`src/hdl/bvm_pkg.sv`:
```
`default_nettype none

package bvm_pkg;

  localparam int unsigned DIV_W  = 32;
  localparam int unsigned DIV_QW = 16;
  localparam int unsigned MV_W   = 16;
  localparam int unsigned PCT_W  = 7;
  localparam int unsigned IDX_W  = 4;

  localparam logic [11:0]      REF_MV    = 12'd3300;
  localparam logic [PCT_W-1:0] PCT_FULL  = 7'd100;
  localparam logic [MV_W-1:0]  EMA_DEN   = 16'd5;
  localparam logic [MV_W-1:0]  MV_MAX    = 16'hFFFF;

  localparam logic [IDX_W-1:0] REG_RATIO    = 4'd0;
  localparam logic [IDX_W-1:0] REG_CRITICAL = 4'd1;
  localparam logic [IDX_W-1:0] REG_LOW      = 4'd2;
  localparam logic [IDX_W-1:0] REG_FULL     = 4'd3;

  localparam logic [MV_W-1:0] RATIO_RST    = 16'd8192;
  localparam logic [MV_W-1:0] CRITICAL_RST = 16'd3300;
  localparam logic [MV_W-1:0] LOW_RST      = 16'd3500;
  localparam logic [MV_W-1:0] FULL_RST     = 16'd4200;

  typedef enum logic [3:0] {
    S_IDLE,
    S_MUL1,
    S_MUL2,
    S_SCALE,
    S_SCALE_DIV,
    S_EMA,
    S_EMA_DIV,
    S_PCT,
    S_PCT_DIV,
    S_OUT
  } state_e;

  typedef struct packed {
    logic              start;
    logic [DIV_W-1:0]  dividend;
    logic [DIV_QW-1:0] divisor;
  } div_req_t;

  typedef struct packed {
    logic              done;
    logic              busy;
    logic [DIV_QW-1:0] quotient;
  } div_rsp_t;

endpackage

`default_nettype wire

```
`src/hdl/bvm_div.sv`:
```
`default_nettype none

// restoring divider, one quotient bit per cycle; needs dividend[31:16] < divisor
module bvm_div (
  input  wire logic              clk_i,
  input  wire logic              rst_ni,
  input  wire bvm_pkg::div_req_t req_i,
  output bvm_pkg::div_rsp_t      rsp_o
);

  logic                       busy_q, busy_d;
  logic                       done_q, done_d;
  logic [3:0]                 cnt_q, cnt_d;
  logic [bvm_pkg::DIV_QW-1:0] rem_q, rem_d;
  logic [bvm_pkg::DIV_QW-1:0] quo_q, quo_d;
  logic [bvm_pkg::DIV_QW-1:0] dvs_q, dvs_d;
  logic [bvm_pkg::DIV_QW:0]   trial;
  logic                       ge;

  assign trial = {rem_q, quo_q[bvm_pkg::DIV_QW-1]};
  assign ge    = trial >= {1'b0, dvs_q};

  always_comb begin
    busy_d = busy_q;
    done_d = 1'b0;
    cnt_d  = cnt_q;
    rem_d  = rem_q;
    quo_d  = quo_q;
    dvs_d  = dvs_q;
    if (req_i.start) begin
      busy_d = 1'b1;
      cnt_d  = '0;
      rem_d  = req_i.dividend[bvm_pkg::DIV_W-1:bvm_pkg::DIV_QW];
      quo_d  = req_i.dividend[bvm_pkg::DIV_QW-1:0];
      dvs_d  = req_i.divisor;
    end else if (busy_q) begin
      rem_d = ge ? 16'(trial - {1'b0, dvs_q}) : trial[bvm_pkg::DIV_QW-1:0];
      quo_d = {quo_q[bvm_pkg::DIV_QW-2:0], ge};
      cnt_d = cnt_q + 4'd1;
      if (cnt_q == 4'd15) begin
        busy_d = 1'b0;
        done_d = 1'b1;
        cnt_d  = '0;
      end
    end
  end

  always_ff @(posedge clk_i or negedge rst_ni) begin
    if (!rst_ni) begin
      busy_q <= 1'b0;
      done_q <= 1'b0;
      cnt_q  <= '0;
    end else begin
      busy_q <= busy_d;
      done_q <= done_d;
      cnt_q  <= cnt_d;
    end
  end

  always_ff @(posedge clk_i) begin
    rem_q <= rem_d;
    quo_q <= quo_d;
    dvs_q <= dvs_d;
  end

  assign rsp_o.done     = done_q;
  assign rsp_o.busy     = busy_q;
  assign rsp_o.quotient = quo_q;

  a_start_idle: assert property (@(posedge clk_i) disable iff (!rst_ni)
    req_i.start |-> !busy_q)
    else $error("divider started while busy");

  a_done_after_busy: assert property (@(posedge clk_i) disable iff (!rst_ni)
    done_q |-> $past(busy_q) && !busy_q)
    else $error("divider done without a running division");

  a_cnt_idle: assert property (@(posedge clk_i) disable iff (!rst_ni)
    !busy_q |-> cnt_q == 4'd0)
    else $error("divider step count not cleared when idle");

endmodule

`default_nettype wire

```
`src/hdl/battery_voltage_monitor_unit.sv`:
```
// Battery voltage monitor.
// Input channel: in_valid_i / in_stall_o with adc_sample_i. A transaction is
// taken when valid is high and stall is low; stall stays high while a sample
// is being processed.
// Output channel: out_valid_o / out_stall_i with voltage_mv_o,
// charge_percent_o, is_low_o and is_critical_o; one result per sample. The
// result sits in an output register, so a new sample is taken while it waits.
// Config channel: cfg_valid_i / cfg_ready_o, cfg_index_i, cfg_data_i. Index 0
// divider ratio (Q12), 1 critical level, 2 low level, 3 full level (mV).
// Other indexes are ignored. Write only while the block is idle.
// The next sample is taken only after the previous one has gone to the output
// register. The scaling, the averaging divide by five and the percentage each
// run on one shared restoring divider at one quotient bit per cycle;
// saturated, seeding or clamped cases skip their division.
// Reset: config registers take their defaults and the smoothed voltage is
// cleared, so the first sample seeds the average.
// A stalled result holds; a finished sample waits until the output register
// frees up.
`default_nettype none

module battery_voltage_monitor_unit #(
  parameter int unsigned ADC_BITS = 12
) (
  input  wire logic                         clk_i,
  input  wire logic                         rst_ni,
  input  wire logic                         in_valid_i,
  output logic                              in_stall_o,
  input  wire logic [ADC_BITS-1:0]          adc_sample_i,
  output logic                              out_valid_o,
  input  wire logic                         out_stall_i,
  output logic [bvm_pkg::MV_W-1:0]          voltage_mv_o,
  output logic [bvm_pkg::PCT_W-1:0]         charge_percent_o,
  output logic                              is_low_o,
  output logic                              is_critical_o,
  input  wire logic                         cfg_valid_i,
  output logic                              cfg_ready_o,
  input  wire logic [bvm_pkg::IDX_W-1:0]    cfg_index_i,
  input  wire logic [bvm_pkg::MV_W-1:0]     cfg_data_i
);

  localparam int unsigned PW = ADC_BITS + 16;
  localparam logic [bvm_pkg::MV_W-1:0] FULL_SCALE = 16'((1 << ADC_BITS) - 1);

  bvm_pkg::state_e state_q, state_d;

  logic [bvm_pkg::MV_W-1:0] ratio_q, crit_q, low_q, full_q;
  logic [ADC_BITS-1:0]      sample_q;
  logic [PW-1:0]            p1_q;
  logic [PW+11:0]           prod;
  logic [bvm_pkg::DIV_W-1:0] num_q;
  logic [bvm_pkg::MV_W-1:0] cur_q;
  logic [bvm_pkg::MV_W-1:0] smoothed_q;
  logic [bvm_pkg::PCT_W-1:0] pct_q;
  logic                     out_valid_q;
  logic [bvm_pkg::MV_W-1:0] out_mv_q;
  logic [bvm_pkg::PCT_W-1:0] out_pct_q;
  logic                     out_low_q, out_crit_q;

  logic                     sat;
  logic                     sm_zero;
  logic                     pct_lo, pct_hi;
  logic [bvm_pkg::DIV_W-1:0] ema_sum;
  logic [bvm_pkg::MV_W-1:0] pct_diff;
  logic [22:0]              pct_prod;
  logic [bvm_pkg::MV_W-1:0] span;
  logic                     in_acc;
  logic                     out_load;

  bvm_pkg::div_req_t div_req;
  bvm_pkg::div_rsp_t div_rsp;

  bvm_div u_div (
    .clk_i  (clk_i),
    .rst_ni (rst_ni),
    .req_i  (div_req),
    .rsp_o  (div_rsp)
  );

  assign in_acc   = in_valid_i && !in_stall_o;
  assign prod     = {12'd0, p1_q} * {{PW{1'b0}}, bvm_pkg::REF_MV};
  assign sat      = num_q[bvm_pkg::DIV_W-1:bvm_pkg::DIV_QW] >= FULL_SCALE;
  assign sm_zero  = smoothed_q == '0;
  assign ema_sum  = {14'd0, smoothed_q, 2'b00} + {16'd0, cur_q};
  assign pct_lo   = smoothed_q <= crit_q;
  assign pct_hi   = smoothed_q >= full_q;
  assign pct_diff = smoothed_q - crit_q;
  assign pct_prod = {7'd0, pct_diff} * {16'd0, bvm_pkg::PCT_FULL};
  assign span     = full_q - crit_q;

  // next state
  always_comb begin
    state_d = state_q;
    unique case (state_q)
      bvm_pkg::S_IDLE:      if (in_valid_i) state_d = bvm_pkg::S_MUL1;
      bvm_pkg::S_MUL1:      state_d = bvm_pkg::S_MUL2;
      bvm_pkg::S_MUL2:      state_d = bvm_pkg::S_SCALE;
      bvm_pkg::S_SCALE:     state_d = sat ? bvm_pkg::S_EMA : bvm_pkg::S_SCALE_DIV;
      bvm_pkg::S_SCALE_DIV: if (div_rsp.done) state_d = bvm_pkg::S_EMA;
      bvm_pkg::S_EMA:       state_d = sm_zero ? bvm_pkg::S_PCT : bvm_pkg::S_EMA_DIV;
      bvm_pkg::S_EMA_DIV:   if (div_rsp.done) state_d = bvm_pkg::S_PCT;
      bvm_pkg::S_PCT:       state_d = (pct_lo || pct_hi) ? bvm_pkg::S_OUT
                                                         : bvm_pkg::S_PCT_DIV;
      bvm_pkg::S_PCT_DIV:   if (div_rsp.done) state_d = bvm_pkg::S_OUT;
      bvm_pkg::S_OUT:       if (out_load) state_d = bvm_pkg::S_IDLE;
      default:              state_d = bvm_pkg::S_IDLE;
    endcase
  end

  // outputs of the controller
  always_comb begin
    in_stall_o       = state_q != bvm_pkg::S_IDLE;
    out_load         = (state_q == bvm_pkg::S_OUT) && (!out_valid_q || !out_stall_i);
    div_req.start    = 1'b0;
    div_req.dividend = num_q;
    div_req.divisor  = FULL_SCALE;
    unique case (state_q)
      bvm_pkg::S_SCALE: begin
        div_req.start = !sat;
      end
      bvm_pkg::S_EMA: begin
        div_req.start    = !sm_zero;
        div_req.dividend = ema_sum;
        div_req.divisor  = bvm_pkg::EMA_DEN;
      end
      bvm_pkg::S_PCT: begin
        div_req.start    = !(pct_lo || pct_hi);
        div_req.dividend = {9'd0, pct_prod};
        div_req.divisor  = span;
      end
      default: begin
        div_req.start = 1'b0;
      end
    endcase
  end

  always_ff @(posedge clk_i or negedge rst_ni) begin
    if (!rst_ni) begin
      state_q     <= bvm_pkg::S_IDLE;
      ratio_q     <= bvm_pkg::RATIO_RST;
      crit_q      <= bvm_pkg::CRITICAL_RST;
      low_q       <= bvm_pkg::LOW_RST;
      full_q      <= bvm_pkg::FULL_RST;
      smoothed_q  <= '0;
      out_valid_q <= 1'b0;
    end else begin
      state_q <= state_d;
      if (cfg_valid_i && cfg_ready_o) begin
        unique case (cfg_index_i)
          bvm_pkg::REG_RATIO:    ratio_q <= cfg_data_i;
          bvm_pkg::REG_CRITICAL: crit_q  <= cfg_data_i;
          bvm_pkg::REG_LOW:      low_q   <= cfg_data_i;
          bvm_pkg::REG_FULL:     full_q  <= cfg_data_i;
          default: ;
        endcase
      end
      if (state_q == bvm_pkg::S_EMA && sm_zero) begin
        smoothed_q <= cur_q;
      end else if (state_q == bvm_pkg::S_EMA_DIV && div_rsp.done) begin
        smoothed_q <= div_rsp.quotient;
      end
      if (out_load) begin
        out_valid_q <= 1'b1;
      end else if (!out_stall_i) begin
        out_valid_q <= 1'b0;
      end
    end
  end

  always_ff @(posedge clk_i) begin
    if (in_acc) sample_q <= adc_sample_i;
    if (state_q == bvm_pkg::S_MUL1) p1_q <= {16'd0, sample_q} * {{ADC_BITS{1'b0}}, ratio_q};
    if (state_q == bvm_pkg::S_MUL2) num_q <= 32'(prod[PW+11:12]);
    if (state_q == bvm_pkg::S_SCALE && sat) begin
      cur_q <= bvm_pkg::MV_MAX;
    end else if (state_q == bvm_pkg::S_SCALE_DIV && div_rsp.done) begin
      cur_q <= div_rsp.quotient;
    end
    if (state_q == bvm_pkg::S_PCT) begin
      pct_q <= pct_hi && !pct_lo ? bvm_pkg::PCT_FULL : '0;
    end else if (state_q == bvm_pkg::S_PCT_DIV && div_rsp.done) begin
      pct_q <= div_rsp.quotient[bvm_pkg::PCT_W-1:0];
    end
    if (out_load) begin
      out_mv_q   <= smoothed_q;
      out_pct_q  <= pct_q;
      out_low_q  <= smoothed_q < low_q;
      out_crit_q <= smoothed_q < crit_q;
    end
  end

  assign cfg_ready_o      = 1'b1;
  assign out_valid_o      = out_valid_q;
  assign voltage_mv_o     = out_mv_q;
  assign charge_percent_o = out_pct_q;
  assign is_low_o         = out_low_q;
  assign is_critical_o    = out_crit_q;

  a_div_idle_on_accept: assert property (@(posedge clk_i) disable iff (!rst_ni)
    in_acc |-> !div_rsp.busy)
    else $error("sample taken while divider running");

  a_load_from_out: assert property (@(posedge clk_i) disable iff (!rst_ni)
    out_load |=> out_valid_q && state_q == bvm_pkg::S_IDLE)
    else $error("result load did not complete the transaction");

  a_pct_range: assert property (@(posedge clk_i) disable iff (!rst_ni)
    out_valid_q |-> out_pct_q <= bvm_pkg::PCT_FULL)
    else $error("charge percentage out of range");

endmodule

`default_nettype wire

```
`config.mk`:
```
export PLATFORM = sky130hd
export DESIGN_NAME = battery_voltage_monitor_unit
export DESIGN_NICKNAME = d
export VERILOG_FILES = /design/src/hdl/bvm_pkg.sv /design/src/hdl/bvm_div.sv /design/src/hdl/battery_voltage_monitor_unit.sv
export SDC_FILE = /design/constraint.sdc
export NUM_CORES = 1
export LEC_CHECK = 0
export ABC_AREA = 1
export BUFFER_PORTS_ARGS = -buffer_cell sky130_fd_sc_hd__clkbuf_2
export CORE_MARGIN = 2
export CORE_UTILIZATION = 43
export DETAILED_ROUTE_END_ITERATION = 8
export GPL_TIMING_DRIVEN = 0
export PLACE_DENSITY = 0.61
export REMOVE_ABC_BUFFERS = 1
export SYNTH_ARGS = -nofsm -noshare
export SYNTH_HDL_FRONTEND = slang
export SYNTH_SLANG_ARGS = --single-unit
```
`constraint.sdc`:
```
create_clock -name clk_i -period 5 [get_ports clk_i]
set_input_delay 1 -clock clk_i [delete_from_list [all_inputs] [get_ports clk_i]]
set_output_delay 1 -clock clk_i [all_outputs]
set_load 0.005 [all_outputs]
```
### Yosys cells after proc, flatten, opt, wreduce, memory -nomap -nowiden

Cells that the tools add are included.

* input bits: 37
* output and inout port bits: 28
* logic and storage cells: 116
* register bits after elaboration: 255

* multiply operators: 3
* mux-type cells: 32
* $lt $le $gt $ge: 6
* reductions and logical operators: 29
* equality and inequality tests: 19
* add/sub/neg operators: 5

Operators by type and width (number)
* $mux W16: 7
* $pmux W44 S2: 1
* $sub A16 B16 Y16: 3
* $pmux W4 S10: 1
* $mul A28 B10 Y38 const B: 1
* $lt A16 B16 Y1: 2
* $mux W4: 8
* $mul A12 B16 Y28: 1
* $mul A16 B5 Y21 const B: 1
* $mux W7: 3
* $add A18 B16 Y19: 1
* $ge A17 B16 Y1: 1
* $eq A4 B2 Y1 const B: 4
* $eq A4 B3 Y1 const B: 4
* $ge A16 B16 Y1: 1
* $le A16 B16 Y1: 1
* $logic_not A16 Y1: 1
* $eq A4 B4 Y1 const B: 3
* $ge A12 B12 Y1 const B: 1
* $mux W1: 11
* $eq A4 B1 Y1 const B: 2
* $logic_and A1 B1 Y1: 8
* $logic_not A4 Y1: 2
* $ne A2 B1 Y1 const B: 4
* other kinds (9): 22

### Longest topological paths before layout

* depth in word-level cells: 5
* depth in mapped cells: 27
* depth with buffers taken out: 27

### By module

A second synthesis with hierarchy kept.

* cell total of the unflattened synthesis: 3486
* area, all modules: 28172.0 µm²

By module, submodules not included
* battery_voltage_monitor_unit: seq. area each 5472.7 µm², times used 1, cells an instance 3042, area an instance 24551.0 µm²
* bvm_div: seq. area each 1591.5 µm², times used 1, cells an instance 444, area an instance 3621.0 µm²

### Worst setup path before layout

Ideal clock, no wire load.

* kind: flip-flop to flip-flop
* start: register sample_q[8]
* end: register p1_q[15] (data pin)
* path buffers: 2
* data arrival time: 4.748 ns
* stages on the path, launching flop included: 19
* setup slack: -0.008 ns
* period minus slack after synthesis: 5.008 ns
* library setup time: 0.260 ns
* required time: 4.740 ns
* cell sequence: edfxtp_1 clkbuf_1 clkbuf_1 nand2_1 fa_1 inv_1 fa_1 fa_1 fa_1 inv_1 fa_1 inv_1 ha_1 a21o_1 a31oi_1 o21ai_0 nand2_1 nand2_1 xor2_1

* cells in the longest elaborated chain, start to end: 1

RTL lines
* start, declared: RTL line battery_voltage_monitor_unit.sv:47 `logic [ADC_BITS-1:0] sample_q;`
* start signal, assigned: RTL line battery_voltage_monitor_unit.sv:170 `if (in_acc) sample_q <= adc_sample_i;`
* $mul A12 B16 Y28: RTL line battery_voltage_monitor_unit.sv:171 `if (state_q == bvm_pkg::S_MUL1) p1_q <= {16'd0, sample_q} * {{ADC_BITS{1'b0}}, ratio_q};`
* end signal, assigned: RTL line battery_voltage_monitor_unit.sv:171
* end, declared: RTL line battery_voltage_monitor_unit.sv:48 `logic [PW-1:0] p1_q;`

Every way passes these cells.
A chain may end at the register's enable or synchronous reset.

### Worst setup path in the final report

* start: register ratio_q[3] (netlist name)
* end: register p1_q[24] (data pin)

* cells in the longest elaborated chain, start to end: 1

RTL lines
* start, declared: RTL line battery_voltage_monitor_unit.sv:46 `logic [bvm_pkg::MV_W-1:0] ratio_q, crit_q, low_q, full_q;`
* start signal, assigned: RTL line battery_voltage_monitor_unit.sv:139 `ratio_q <= bvm_pkg::RATIO_RST;`
* start signal, assigned: RTL line battery_voltage_monitor_unit.sv:149 `bvm_pkg::REG_RATIO: ratio_q <= cfg_data_i;`
* $mul A12 B16 Y28: RTL line battery_voltage_monitor_unit.sv:171

Every way passes these cells.

==> flow_summary.toml <==
[status]
status = "complete, no violations"

[cells_and_area]
areaGrowthSynthToFinish_pct = 14.49
antenna_cells = 0
fin_nets = 4203
drive_above_1_share_pct = 12.43
final_core_util_pct = 50.01

[floorplan]
dieArea_um2 = 66360
num_rows = 92
core_region_area_um2 = 63310
chipHeight_um = 257.6
die_w_um = 257.6
start_util_pct = 43.68
ios = 65

[yosys]
synth_cells = 3452
synth-main-ff-cell = "edfxtp_1"
synth.cell_area_um2 = 27650
synthDominantCellAreaShare_pct = 18.03
synth_edf_count = 148
synth.area.top_cells = "fa_1 (18%), edfxtp_1 (16%), ha_1 (15%)"
synthArstFlopShare_pct = 35.69
ys_warn_count = 0
ys_seq_area_share_pct = 25.55
ys_seq_elements = 255
ys_types = 53
syn_avg_cell_area_um2 = 8.011
yosys.area.top_type = "fa_1"

[sta]
fin_crit_sh_pct = 98.55
grt_setup_unrepaired = "yes"
finalSetupViolations = 0
relSlewSlack_pct = 26.73
finClkSkew_ps = 19.54
fmax_mhz = 203.0
fin_setup_tns_ps = 0
drv_slew = 0
layout_min_cycle_time_ps = 4927
whs_ps = 417.5
worstMarginPinSlew_ps = 1096
hold_viol_final = 0

[routing]
num_vias = 22560
routed_wl_um = 74390
wl_per_cell_um = 16.68
drc = 0
first_pass_iters = 6
avgViaCountPerCell = 5.060
drt_iter0_markers = 1437
antenna_left = 0

[global_routing]
grt_pass1_wl_um = 119200
grt_overflow_total = 0
grt_util_all_layers_pct = 22.29
antenna_found_initial = 1
grt_max_degree = 61
grt_pass1_vias = 22440

[worst_hold_path]
hold_class = "in -> async"

[power_and_ir_drop]
p_leak_nw = 16.45
ir_drop_v = 0.0007186
cellPowerDensity_nw_per_um2 = 565.7

[critical_path]
cp.arrival_ps = 5240
rr_startpoint = "ratio_q[3]$_DFFE_PN0P_"
end_kind = "flop"
r2r_setup_slack_ps = 70
required_ps = 5320
critPathKind = "reg -> reg"
cp_max_fo = 5
cp-startpoint = "ratio_q[3]$_DFFE_PN0P_"
cp-start-kind = "flop"
reg2regPathDepth = 22
timing.rr.end = "p1_q[24]$_DFFE_PP_"

[clocking]
clock-sinks = 255
clock_path_buffers = 3
cts_tree = "yes"
cts-htree-levels = 1
cts.clk_slew.worst_paths_ps = 70
numCtsBuffers = 30
hold_buffers = 0
clock_latency_ps = 590
root_buffer = "clkbuf_16"

[job]
drv_cap = 0

[place]
hpwl_um = 57660
io_buffers = 63
gp_congestion = 0.9221
area by class of cell:
class	count	area (µm²)
well taps	846	1059
repair buffers	184	1393
multi-input cells	2357	18250
clock inverters	15	145.1
flip-flops and latches	255	7103
fillers	6108	31650
inverters	761	2860
clock buffers	41	854.6
registers in the layout (all words and copies together) (netlist names), 4 cells and up:
register and cells:
u_div.rem_q 16, u_div.quo_q 16, u_div.dvs_q 16, full_q 16, low_q 16, charge_percent_o 7, voltage_mv_o 16, smoothed_q 16
ratio_q 16, num_q 28, pct_q 7, cur_q 16, sample_q 12, p1_q 28, u_div.cnt_q 4, crit_q 16
state_q 4
metal layers:
layer | GRT usage, % | vias to the layer above | routed length [µm]
met4 | 4.929 | 0 | 1923
li1 | - | 11160 | -
met3 | 2.581 | 116 | 3676
met1 | 30.13 | 10800 | 33230
met2 | 38.46 | 482 | 35560
met5 | 0 | - | 0
cells by family (layout without fill, tap and decap cells):
| kind of cell | Yosys count | count (layout) | synth area share, % |
|---|---|---|---|
| adder cells (fa/ha/maj) | 577 | 577 | 32.87 |
| AO/OA/AOI/OAI | 436 | 436 | 8.678 |
| XOR/XNOR | 72 | 72 | 2.280 |
| AND/OR/NAND/NOR | 1271 | 1271 | 19.04 |
| flip-flops | 255 | 255 | 25.55 |
| other | 1 | 1 | 0.01356 |
| buffers and inverters | 840 | 1001 | 11.57 |
worst max path at each step:
| stage | depth (start not counted) | to | slack, ps |
|---|---|---|---|
| CTS | 20 | p1_q[22]$_DFFE_PP_ | 6 |
| global route | 22 | p1_q[24]$_DFFE_PP_ | -110 |
| floorplan | 19 | p1_q[23]$_DFFE_PP_ | 190 |
| detailed placement | 16 | p1_q[26]$_DFFE_PP_ | -630 |
| finish | 22 | p1_q[24]$_DFFE_PP_ | 70 |
| global placement | 16 | p1_q[26]$_DFFE_PP_ | -630 |
synth_stat cells, types with 14 or more instances:
library cell  count
o211ai_1         18
inv_1           755
nand4_1          33
xnor2_1          17
o21ai_0         174
xor2_1           55
dfrtp_1          73
nor3_1           29
fa_1            249
a22oi_1          14
clkbuf_1         63
nand3_1         177
edfxtp_1        148
ha_1            328
dfstp_2          18
nand2_1         826
nor2_1          161
a21oi_1         174
a21o_1           14
dfxtp_1          16
power breakdown:
group	total, mW	internal, mW	switching, mW
clock	2.23	1.30	0.928
combinational	12.9	5.27	7.66
sequential	2.75	2.61	0.146
total	17.9	9.18	8.73
per-stage QoR:
stage,power [mW],setup WS (ps),cells,area (µm²)
after floorplan,9.599,189.1,3373,27310
after global placement,11.82,-626.5,4282,28680
after detailed placement,11.84,-631.1,4287,28810
after CTS,15.23,6.451,4397,30550
after global routing,19.56,-107.8,4459,31660
final,17.91,72.75,4459,31660
worst max-delay path, stage by stage (launching register included):
cell     delay [ps]
dfrtp_2         390
buf_2           170
nand2_1          80
inv_1            50
fa_1            520
inv_1            50
fa_1            480
inv_1            60
fa_2            480
fa_1            540
inv_1            50
fa_1            520
inv_1            80
ha_4            250
nand2_1          80
nand2_1         120
inv_2           100
o21ai_0         110
nand2_1          80
nand3_1         100
nand2_1         100
nand3_2          90
xor2_2          160
cell usage in the layout (no fill, tap or decap), types with 17 or more instances in the layout:
cell | synthesis | final
nor2_1 | 161 | 143
fa_1 | 249 | 246
inv_1 | 755 | 743
o21ai_0 | 174 | 159
ha_4 | 0 | 19
nand4_1 | 33 | 33
a21oi_2 | 1 | 17
nor3_1 | 29 | 23
xor2_1 | 55 | 49
nand2_2 | 6 | 21
a21oi_1 | 174 | 154
o211ai_1 | 18 | 18
dfstp_2 | 18 | 17
nand2_1 | 826 | 804
edfxtp_1 | 148 | 148
clkbuf_16 | 0 | 32
buf_4 | 1 | 100
nand3_1 | 177 | 170
clkbuf_2 | 0 | 62
dfrtp_1 | 73 | 53
ha_1 | 328 | 301
what timing repair did:
item	CTS	global route
cloned	0	0
gates resized for setup	74	159
pin swaps	21	57
buffers inserted	54	62
endpoints found under the setup margin	29	37
(Power assumes the default switching activity.)
